--- config.mk ---
export PLATFORM = sky130hd
export DESIGN_NAME = chacha20_keystream_xor
export DESIGN_NICKNAME = d
export VERILOG_FILES = /design/src/cc20_pkg.sv /design/src/cc20_mix_unit.sv /design/src/chacha20_keystream_xor.sv
export VERILOG_INCLUDE_DIRS = /design/src /design/src/src
export SDC_FILE = /design/constraint.sdc
export NUM_CORES = 2
export LEC_CHECK = 0
export BUFFER_PORTS_ARGS = -buffer_cell sky130_fd_sc_hd__buf_2
export CORE_MARGIN = 2
export CORE_UTILIZATION = 45
export DETAILED_ROUTE_END_ITERATION = 6
export PLACE_DENSITY_LB_ADDON = 0.12
export REMOVE_ABC_BUFFERS = 1
export SETUP_SLACK_MARGIN = 0.3
export SYNTH_ARGS = -nofsm -noshare
export SYNTH_HDL_FRONTEND = slang
export SYNTH_SLANG_ARGS = --single-unit
--- constraint.sdc ---
create_clock -name clk_i -period 14.3 [get_ports clk_i]
set_input_delay 2.86 -clock clk_i [delete_from_list [all_inputs] [get_ports clk_i]]
set_output_delay 2.86 -clock clk_i [all_outputs]
set_load 0.02 [all_outputs]
--- src/chacha20_keystream_xor_defines.svh ---
// Assertion macros shared by the ChaCha20 keystream XOR RTL.
`ifndef CHACHA20_KEYSTREAM_XOR_DEFINES_SVH
`define CHACHA20_KEYSTREAM_XOR_DEFINES_SVH

// Same-cycle implication, disabled during reset.
`define CC20_ASSERT_IMP(label, clk, rst_n, pre, post, msg) \
  label: assert property (@(posedge clk) disable iff (!rst_n) (pre) |-> (post)) \
    else $error(msg);

// Next-cycle implication, disabled during reset.
`define CC20_ASSERT_NXT(label, clk, rst_n, pre, post, msg) \
  label: assert property (@(posedge clk) disable iff (!rst_n) (pre) |=> (post)) \
    else $error(msg);

`endif

--- src/cc20_pkg.sv ---
// Shared types, constants and state setup for the ChaCha20 keystream XOR block.
package cc20_pkg;

  typedef logic [31:0]       word_t;
  typedef logic [15:0][31:0] block_t;

  localparam word_t SIGMA0 = 32'h61707865;
  localparam word_t SIGMA1 = 32'h3320646e;
  localparam word_t SIGMA2 = 32'h79622d32;
  localparam word_t SIGMA3 = 32'h6b206574;

  localparam int unsigned RotA = 16;
  localparam int unsigned RotB = 12;
  localparam int unsigned RotC = 8;
  localparam int unsigned RotD = 7;

  localparam int unsigned CfgIdxW  = 3;
  localparam int unsigned CfgDataW = 64;

  localparam logic [CfgIdxW-1:0] REG_KEY01   = 3'd0;
  localparam logic [CfgIdxW-1:0] REG_KEY23   = 3'd1;
  localparam logic [CfgIdxW-1:0] REG_KEY45   = 3'd2;
  localparam logic [CfgIdxW-1:0] REG_KEY67   = 3'd3;
  localparam logic [CfgIdxW-1:0] REG_NONCE01 = 3'd4;
  localparam logic [CfgIdxW-1:0] REG_NONCE2  = 3'd5;
  localparam logic [CfgIdxW-1:0] REG_INITCTR = 3'd6;

  function automatic block_t init_block(
    input logic [63:0] key01,
    input logic [63:0] key23,
    input logic [63:0] key45,
    input logic [63:0] key67,
    input logic [63:0] nonce01,
    input word_t       nonce2,
    input word_t       ctr
  );
    block_t b;
    b[0]  = SIGMA0;
    b[1]  = SIGMA1;
    b[2]  = SIGMA2;
    b[3]  = SIGMA3;
    b[4]  = key01[31:0];
    b[5]  = key01[63:32];
    b[6]  = key23[31:0];
    b[7]  = key23[63:32];
    b[8]  = key45[31:0];
    b[9]  = key45[63:32];
    b[10] = key67[31:0];
    b[11] = key67[63:32];
    b[12] = ctr;
    b[13] = nonce01[31:0];
    b[14] = nonce01[63:32];
    b[15] = nonce2;
    return b;
  endfunction

endpackage

--- src/cc20_mix_unit.sv ---
// Shared add, xor and rotate unit: one quarter-round step per use.
module cc20_mix_unit (
  input  cc20_pkg::word_t x_i,
  input  cc20_pkg::word_t y_i,
  input  cc20_pkg::word_t z_i,
  input  logic [1:0]      step_i,
  output cc20_pkg::word_t sum_o,
  output cc20_pkg::word_t mix_o
);

  cc20_pkg::word_t t;

  assign sum_o = x_i + y_i;
  assign t     = z_i ^ sum_o;

  always_comb begin
    case (step_i)
      2'd0: mix_o = {t[31-cc20_pkg::RotA:0], t[31:32-cc20_pkg::RotA]};
      2'd1: mix_o = {t[31-cc20_pkg::RotB:0], t[31:32-cc20_pkg::RotB]};
      2'd2: mix_o = {t[31-cc20_pkg::RotC:0], t[31:32-cc20_pkg::RotC]};
      default: mix_o = {t[31-cc20_pkg::RotD:0], t[31:32-cc20_pkg::RotD]};
    endcase
  end

endmodule

--- src/chacha20_keystream_xor.sv ---
// ChaCha20 keystream XOR top level: config registers, round sequencer, output register.
// A word inside a block is accepted, then XORed into the output register once that is free.
// A word at a block boundary also runs the rounds, one quarter-round step at a time on the
// shared add/xor/rotate unit, then adds the initial state back word by word.
// Reset clears config, counter, position and handshakes; no clearing pass is needed.
`include "chacha20_keystream_xor_defines.svh"

module chacha20_keystream_xor #(
  parameter int unsigned DOUBLE_ROUNDS = 10
) (
  input  logic                           clk_i,
  input  logic                           rst_ni,
  input  logic                           cfg_valid_i,
  output logic                           cfg_ready_o,
  input  logic [cc20_pkg::CfgIdxW-1:0]   cfg_index_i,
  input  logic [cc20_pkg::CfgDataW-1:0]  cfg_data_i,
  input  logic                           in_valid_i,
  output logic                           in_ready_o,
  input  logic [31:0]                    data_word_i,
  input  logic [2:0]                     byte_count_i,
  input  logic                           first_word_i,
  input  logic                           last_word_i,
  output logic                           out_valid_o,
  input  logic                           out_ready_i,
  output logic [31:0]                    xor_word_o,
  output logic                           out_last_o
);

  localparam int unsigned RcW = (DOUBLE_ROUNDS > 1) ? $clog2(DOUBLE_ROUNDS) : 1;
  localparam logic [RcW-1:0] RcLast = RcW'(DOUBLE_ROUNDS - 1);

  typedef enum logic [1:0] {
    ST_IDLE,
    ST_ROUND,
    ST_ADD,
    ST_EMIT
  } state_e;

  state_e st_q, st_d;

  logic [63:0]     key01_q, key23_q, key45_q, key67_q, nonce01_q;
  cc20_pkg::word_t nonce2_q, initctr_q;

  cc20_pkg::word_t ctr_q, ctr_d;
  logic [3:0]      pos_q, pos_d;
  logic [1:0]      step_q, step_d;
  logic [1:0]      col_q, col_d;
  logic            diag_q, diag_d;
  logic [RcW-1:0]  rc_q, rc_d;
  logic [3:0]      add_idx_q, add_idx_d;
  logic            out_valid_q, out_valid_d;

  cc20_pkg::block_t w_q, w_d;
  cc20_pkg::word_t  data_q, data_d;
  logic [2:0]       cnt_q, cnt_d;
  logic             last_q, last_d;
  cc20_pkg::word_t  xor_word_q, xor_word_d;
  logic             out_last_q, out_last_d;

  cc20_pkg::word_t  ctr_eff;
  logic [3:0]       pos_eff;
  cc20_pkg::block_t init_cur;
  cc20_pkg::word_t  x, y, z, sum, mix;
  logic             emit_go;
  logic [31:0]      mask;

  assign cfg_ready_o = 1'b1;
  assign in_ready_o  = (st_q == ST_IDLE);
  assign out_valid_o = out_valid_q;
  assign xor_word_o  = xor_word_q;
  assign out_last_o  = out_last_q;

  assign ctr_eff  = first_word_i ? initctr_q : ctr_q;
  assign pos_eff  = first_word_i ? 4'd0 : pos_q;
  assign init_cur = cc20_pkg::init_block(key01_q, key23_q, key45_q, key67_q,
                                         nonce01_q, nonce2_q, ctr_q);
  assign emit_go  = (st_q == ST_EMIT) && (!out_valid_q || out_ready_i);

  always_comb begin
    if (st_q == ST_ADD) begin
      x = w_q[0];
      y = init_cur[add_idx_q];
      z = w_q[12];
    end else if (step_q[0]) begin
      x = w_q[8];
      y = w_q[12];
      z = w_q[4];
    end else begin
      x = w_q[0];
      y = w_q[4];
      z = w_q[12];
    end
  end

  cc20_mix_unit u_mix (
    .x_i    (x),
    .y_i    (y),
    .z_i    (z),
    .step_i (step_q),
    .sum_o  (sum),
    .mix_o  (mix)
  );

  always_comb begin
    case (cnt_q)
      3'd0:    mask = 32'h0000_0000;
      3'd1:    mask = 32'h0000_00ff;
      3'd2:    mask = 32'h0000_ffff;
      3'd3:    mask = 32'h00ff_ffff;
      default: mask = 32'hffff_ffff;
    endcase
  end

  always_comb begin
    cc20_pkg::block_t  w_n;
    logic [3:0][1:0]   shift;
    logic [1:0]        src;

    st_d        = st_q;
    ctr_d       = ctr_q;
    pos_d       = pos_q;
    step_d      = step_q;
    col_d       = col_q;
    diag_d      = diag_q;
    rc_d        = rc_q;
    add_idx_d   = add_idx_q;
    out_valid_d = out_valid_q;
    w_d         = w_q;
    data_d      = data_q;
    cnt_d       = cnt_q;
    last_d      = last_q;
    xor_word_d  = xor_word_q;
    out_last_d  = out_last_q;
    w_n         = w_q;
    shift       = {2'd1, 2'd1, 2'd1, 2'd1};
    src         = 2'd0;

    if (out_ready_i) begin
      out_valid_d = 1'b0;
    end

    case (st_q)
      ST_IDLE: begin
        if (in_valid_i) begin
          data_d = data_word_i;
          cnt_d  = byte_count_i;
          last_d = last_word_i;
          ctr_d  = ctr_eff;
          pos_d  = pos_eff;
          if (pos_eff == 4'd0) begin
            w_d    = cc20_pkg::init_block(key01_q, key23_q, key45_q, key67_q,
                                          nonce01_q, nonce2_q, ctr_eff);
            step_d = 2'd0;
            col_d  = 2'd0;
            diag_d = 1'b0;
            rc_d   = '0;
            st_d   = ST_ROUND;
          end else begin
            st_d = ST_EMIT;
          end
        end
      end
      ST_ROUND: begin
        if (step_q[0]) begin
          w_n[8] = sum;
          w_n[4] = mix;
        end else begin
          w_n[0]  = sum;
          w_n[12] = mix;
        end
        if (col_q == 2'd3) begin
          // Skew rows into diagonals after the column round, back after the diagonal round.
          shift = diag_q ? {2'd2, 2'd3, 2'd0, 2'd1} : {2'd0, 2'd3, 2'd2, 2'd1};
        end
        w_d    = w_n;
        step_d = step_q + 2'd1;
        if (step_q == 2'd3) begin
          for (int k = 0; k < 4; k++) begin
            for (int c = 0; c < 4; c++) begin
              src = 2'(c) + shift[k];
              w_d[4*k+c] = w_n[4*k+int'(src)];
            end
          end
          col_d = col_q + 2'd1;
          if (col_q == 2'd3) begin
            diag_d = ~diag_q;
            if (diag_q) begin
              if (rc_q == RcLast) begin
                add_idx_d = 4'd0;
                st_d      = ST_ADD;
              end else begin
                rc_d = rc_q + RcW'(1);
              end
            end
          end
        end
      end
      ST_ADD: begin
        w_d[14:0] = w_q[15:1];
        w_d[15]   = sum;
        add_idx_d = add_idx_q + 4'd1;
        if (add_idx_q == 4'd15) begin
          st_d = ST_EMIT;
        end
      end
      ST_EMIT: begin
        if (emit_go) begin
          xor_word_d  = (data_q ^ w_q[pos_q]) & mask;
          out_last_d  = last_q;
          out_valid_d = 1'b1;
          pos_d       = pos_q + 4'd1;
          if (pos_q == 4'd15) begin
            ctr_d = ctr_q + 32'd1;
          end
          st_d = ST_IDLE;
        end
      end
      default: begin
        st_d = ST_IDLE;
      end
    endcase
  end

  always_ff @(posedge clk_i or negedge rst_ni) begin
    if (!rst_ni) begin
      st_q        <= ST_IDLE;
      ctr_q       <= '0;
      pos_q       <= '0;
      step_q      <= '0;
      col_q       <= '0;
      diag_q      <= 1'b0;
      rc_q        <= '0;
      add_idx_q   <= '0;
      out_valid_q <= 1'b0;
      key01_q     <= '0;
      key23_q     <= '0;
      key45_q     <= '0;
      key67_q     <= '0;
      nonce01_q   <= '0;
      nonce2_q    <= '0;
      initctr_q   <= '0;
    end else begin
      st_q        <= st_d;
      ctr_q       <= ctr_d;
      pos_q       <= pos_d;
      step_q      <= step_d;
      col_q       <= col_d;
      diag_q      <= diag_d;
      rc_q        <= rc_d;
      add_idx_q   <= add_idx_d;
      out_valid_q <= out_valid_d;
      if (cfg_valid_i) begin
        case (cfg_index_i)
          cc20_pkg::REG_KEY01:   key01_q   <= cfg_data_i;
          cc20_pkg::REG_KEY23:   key23_q   <= cfg_data_i;
          cc20_pkg::REG_KEY45:   key45_q   <= cfg_data_i;
          cc20_pkg::REG_KEY67:   key67_q   <= cfg_data_i;
          cc20_pkg::REG_NONCE01: nonce01_q <= cfg_data_i;
          cc20_pkg::REG_NONCE2:  nonce2_q  <= cfg_data_i[31:0];
          cc20_pkg::REG_INITCTR: initctr_q <= cfg_data_i[31:0];
          default: ;
        endcase
      end
    end
  end

  always_ff @(posedge clk_i) begin
    w_q        <= w_d;
    data_q     <= data_d;
    cnt_q      <= cnt_d;
    last_q     <= last_d;
    xor_word_q <= xor_word_d;
    out_last_q <= out_last_d;
  end

  `CC20_ASSERT_NXT(a_block_start, clk_i, rst_ni,
                   in_valid_i && in_ready_o && (first_word_i || pos_q == 4'd0),
                   st_q == ST_ROUND, "block boundary word did not start the rounds")
  `CC20_ASSERT_IMP(a_round_bound, clk_i, rst_ni, st_q == ST_ROUND, rc_q <= RcLast,
                   "double round count out of range")
  `CC20_ASSERT_NXT(a_add_done, clk_i, rst_ni, st_q == ST_ADD && add_idx_q == 4'd15,
                   st_q == ST_EMIT, "add-back did not hand over to emit")
  `CC20_ASSERT_NXT(a_emit_valid, clk_i, rst_ni, emit_go,
                   out_valid_q && st_q == ST_IDLE, "emitted word not presented")
  `CC20_ASSERT_NXT(a_ctr_step, clk_i, rst_ni, emit_go && pos_q == 4'd15,
                   ctr_q == $past(ctr_q) + 32'd1, "block counter did not advance")

endmodule

==> summary.txt <==
Synthesis
  • Post-Synthesis Cell Area: 61700 sq um
  • Most frequent cell after synthesis: nor2_1
  • Number of distinct library cells after synthesis: 94
  • Top-area cell type share of the netlist area: 28.3%
  • Seq/Total Area, Yosys: 45.9%
  • Post-synth ARST share: 42.9%
  • Main area contributors after synthesis: edfxtp_1 (28%), dfrtp_1 (18%), mux4_2 (9.5%)
  • Post-synth EDFFs: 581
  • Area leader, netlist: edfxtp_1
  • Syn_area_per_cell: 11.1 sq um
  • Seq cells post-synth: 1017
  • Main synth FF type: edfxtp_1
  • YS warnings: 0
  • Commonest cells in the netlist: nor2_1 (667), edfxtp_1 (581), mux2_2 (484), dfrtp_1 (436), nand2_1 (430)
  • Synthesized instance count: 5571

Placed design
  • Post-DP HPWL: 169000 um
  • Dpl ws: 6.10 ns
  • Final GP Congestion: 1.03
  • Port Buffers: 143

Die
  • Core Area: 136000 sq um
  • Chip width: 374 um
  • Die Span Y: 374 um
  • Die Area: 140000 sq um
  • Io pins: 145
  • Initial Util: 45.5%
  • Row count: 135

Pwr
  • Comb pwr share: 6.2%
  • P_int: 0.00540 W
  • Sw Pwr: 0.00175 W
  • Flop pwr share: 49.6%
  • Clock share of power: 44.2%
  • Power Dens Cells: 105 nW/um^2
  • Design Power: 0.00715 W
  • Sw Share: 24.5%
  • Leak Pwr: 26.1 nW
  • Peak VDD IR: 0.000107 V

Timing
  • Setup-failing EPs final: 0
  • RSZ-0062 raised after global routing: false
  • Fin Clk Skew: 0.0648 ns
  • Max Fclk: 0.119 GHz
  • Rel. slew slack: 6.93%
  • Final setup margin: 5.91 ns
  • Final min period: 8.39 ns
  • Period utilization: 58.7%
  • Fin. Hold Viols: 0
  • Hold_ws: 0.423 ns
  • Slew Limit Fails: 0
  • Worst-Margin Slew: 1.39 ns
  • Total Neg Setup Slack: 0 ns

Routing
  • DRC: 1
  • Drt first-iter violations: 8169
  • Via count: 52800
  • Detailed Route WL: 269000 um
  • Via density: 7.17
  • Antenna Nets Post-Route: 0
  • Initial DRT Pass Iterations: 7
  • Per-cell routed wire length: 36.6 um

Setup path
  • Crit start category: register
  • CP Capture Point: w_q[392]$_DFFE_PP_
  • CP Max Fanout: 29
  • Critical path launch point: add_idx_q[0]$_DFFE_PN0P_
  • RR Startpoint: add_idx_q[0]$_DFFE_PN0P_
  • Crit end category: register
  • Reg2reg setup slack: 5.91 ns
  • Critical path type: register to register
  • R2R depth: 18
  • Worst Path Required: 14.86 ns
  • Reg-to-Reg End: w_q[392]$_DFFE_PP_
  • CP arrival: 8.95 ns

Finish
  • # nets final: 5633
  • Layout cells sized above 1: 23.3%
  • Area Growth Syn to Fin: 10.5%
  • Share of the core filled with cells: 50.2%
  • Fill cell count: 12300

Clocking
  • Max H-tree Level: 3
  • Post CTS Setup Buffer Count: 0
  • Sink Count: 1017
  • Root Buffer: clkbuf_16
  • Clock tree buffer depth: 3
  • CTS tree: built
  • Clk_lat worst skew: 0.82 ns
  • Num CTS Buffers: 119
  • CTS resizes: 0
  • Cts hold-fix bufs: 0
  • Clk slew on worst S/H paths: 0.07 ns

Outcome
  • Failing checks: DRC
  • Outcome: finished, violations left

GRT
  • First-pass GRT wire length: 380000 um
  • GRT Residual Overflow: 0
  • GR Util All Layers: 37.6%
  • Vias in the first global route: 50000
  • Largest net degree at the start of global routing: 148
  • Initial antenna violation count: 10

Worst hold path
  • Worst min path class: register to register

Run
  • Number of max-cap violations: 0
## worst min-delay path by stage
stage,from,endpoint,cells past startpoint
floorplan,last_q$_DFFE_PP_,out_last_o$_DFFE_PP_,0
global placement,last_q$_DFFE_PP_,out_last_o$_DFFE_PP_,0
detailed placement,last_q$_DFFE_PP_,out_last_o$_DFFE_PP_,0
CTS,last_q$_DFFE_PP_,out_last_o$_DFFE_PP_,0
global route,last_q$_DFFE_PP_,out_last_o$_DFFE_PP_,0
finish,last_q$_DFFE_PP_,out_last_o$_DFFE_PP_,0
## per-stage QoR
step                instances  instance area (sq um)
floorplan                5072                  59800
global placement         7132                  64200
detailed placement       7132                  64200
CTS                      7359                  68200
global route             7361                  68200
finish                   7365                  68200
## cells in the final DEF, fill, tap and decap left out, types with 34 or more instances in the layout
cell type / netlist / routed
nor2b_1: 38 / 37
o21ai_0: 276 / 274
edfxtp_1: 581 / 581
buf_4: 3 / 132
mux2_2: 484 / 484
a222oi_1: 34 / 34
xnor2_1: 64 / 64
dfrtp_1: 436 / 426
clkbuf_16: 0 / 126
a31oi_1: 60 / 60
a22oi_1: 84 / 84
a21oi_1: 420 / 417
mux4_2: 260 / 260
mux2i_1: 214 / 214
nand2_1: 430 / 422
a221oi_1: 203 / 203
nor2_1: 667 / 651
buf_2: 19 / 142
clkbuf_1: 390 / 38
and3_1: 71 / 70
o221ai_1: 46 / 46
a221o_1: 55 / 55
o22ai_1: 74 / 74
inv_1: 44 / 41
ha_1: 51 / 46
nand3_1: 58 / 58
## cells by family (layout without fill, tap and decap cells)
group,after synthesis,count (layout),synth area share [%]
xor+xnor,102,102,1.83
simple gates,1384,1384,9.48
other cells,1,7,0.00607
fa+ha+maj,52,52,1.07
compound gates,1510,1510,16.5
flops,1017,1017,45.9
buf+inv,547,554,3.38
mux,958,958,21.8
## power groups by stage
stage | registers [W] | logic (W) | clock network, W
after detailed placement | 0.00359 | 0.000438 | 0
final | 0.00355 | 0.000441 | 0.00316
after floorplan | 0.00350 | 0.000318 | 0
after global routing | 0.00357 | 0.000473 | 0.00330
after global placement | 0.00359 | 0.000426 | 0
after CTS | 0.00354 | 0.000442 | 0.00319
## area by class of cell
| cell class | count | area [sq um] | share of cell area (%) |
|---|---|---|---|
| diodes | 6 | 15.0 | 0.0220 |
| clock buffers | 183 | 3560 | 5.22 |
| clock inverters | 44 | 462 | 0.677 |
| inverters | 48 | 191 | 0.281 |
| multi-input cells | 4007 | 31600 | 46.3 |
| flip-flops and latches | 1017 | 28400 | 41.6 |
| well taps | 1781 | 2230 | 3.27 |
| repair buffers | 279 | 1800 | 2.63 |
## flip-flops by register name, indices dropped and copies added, names as in the netlist, 3 cells and up
name / flops
xor_word_o: 32
key67_q: 64
pos_q: 4
nonce2_q: 32
nonce01_q: 64
cnt_q: 3
ctr_q: 32
add_idx_q: 4
data_q: 32
key01_q: 64
key45_q: 64
initctr_q: 32
w_q: 512
rc_q: 4
key23_q: 64
## routing by layer
metal / global-route usage [%] / vias up / share of wire [%]
li1: - / 21400 / -
met1: 51.6 / 26700 / 39
met2: 54.3 / 3891 / 43
met3: 10.2 / 804 / 12
met4: 19.8 / 10 / 6.0
met5: 0 / - / 0.026
## critical path, cell delays in order, from the launching register on
cell and delay, ns:
dfrtp_4 0.80, buf_4 0.77, buf_4 0.66, mux4_2 0.60
mux2_2 0.28, a221oi_1 0.24, a21oi_1 0.13, ha_1 0.52
a21oi_1 0.40, o21ai_0 0.29, a221oi_1 0.57, a21oi_1 0.18
nor3b_2 0.62, xnor2_1 0.18, buf_4 0.20, a221oi_1 0.84
o311ai_1 0.29, a222oi_1 0.37, nand2_1 0.10
(Power assumes the default switching activity.)
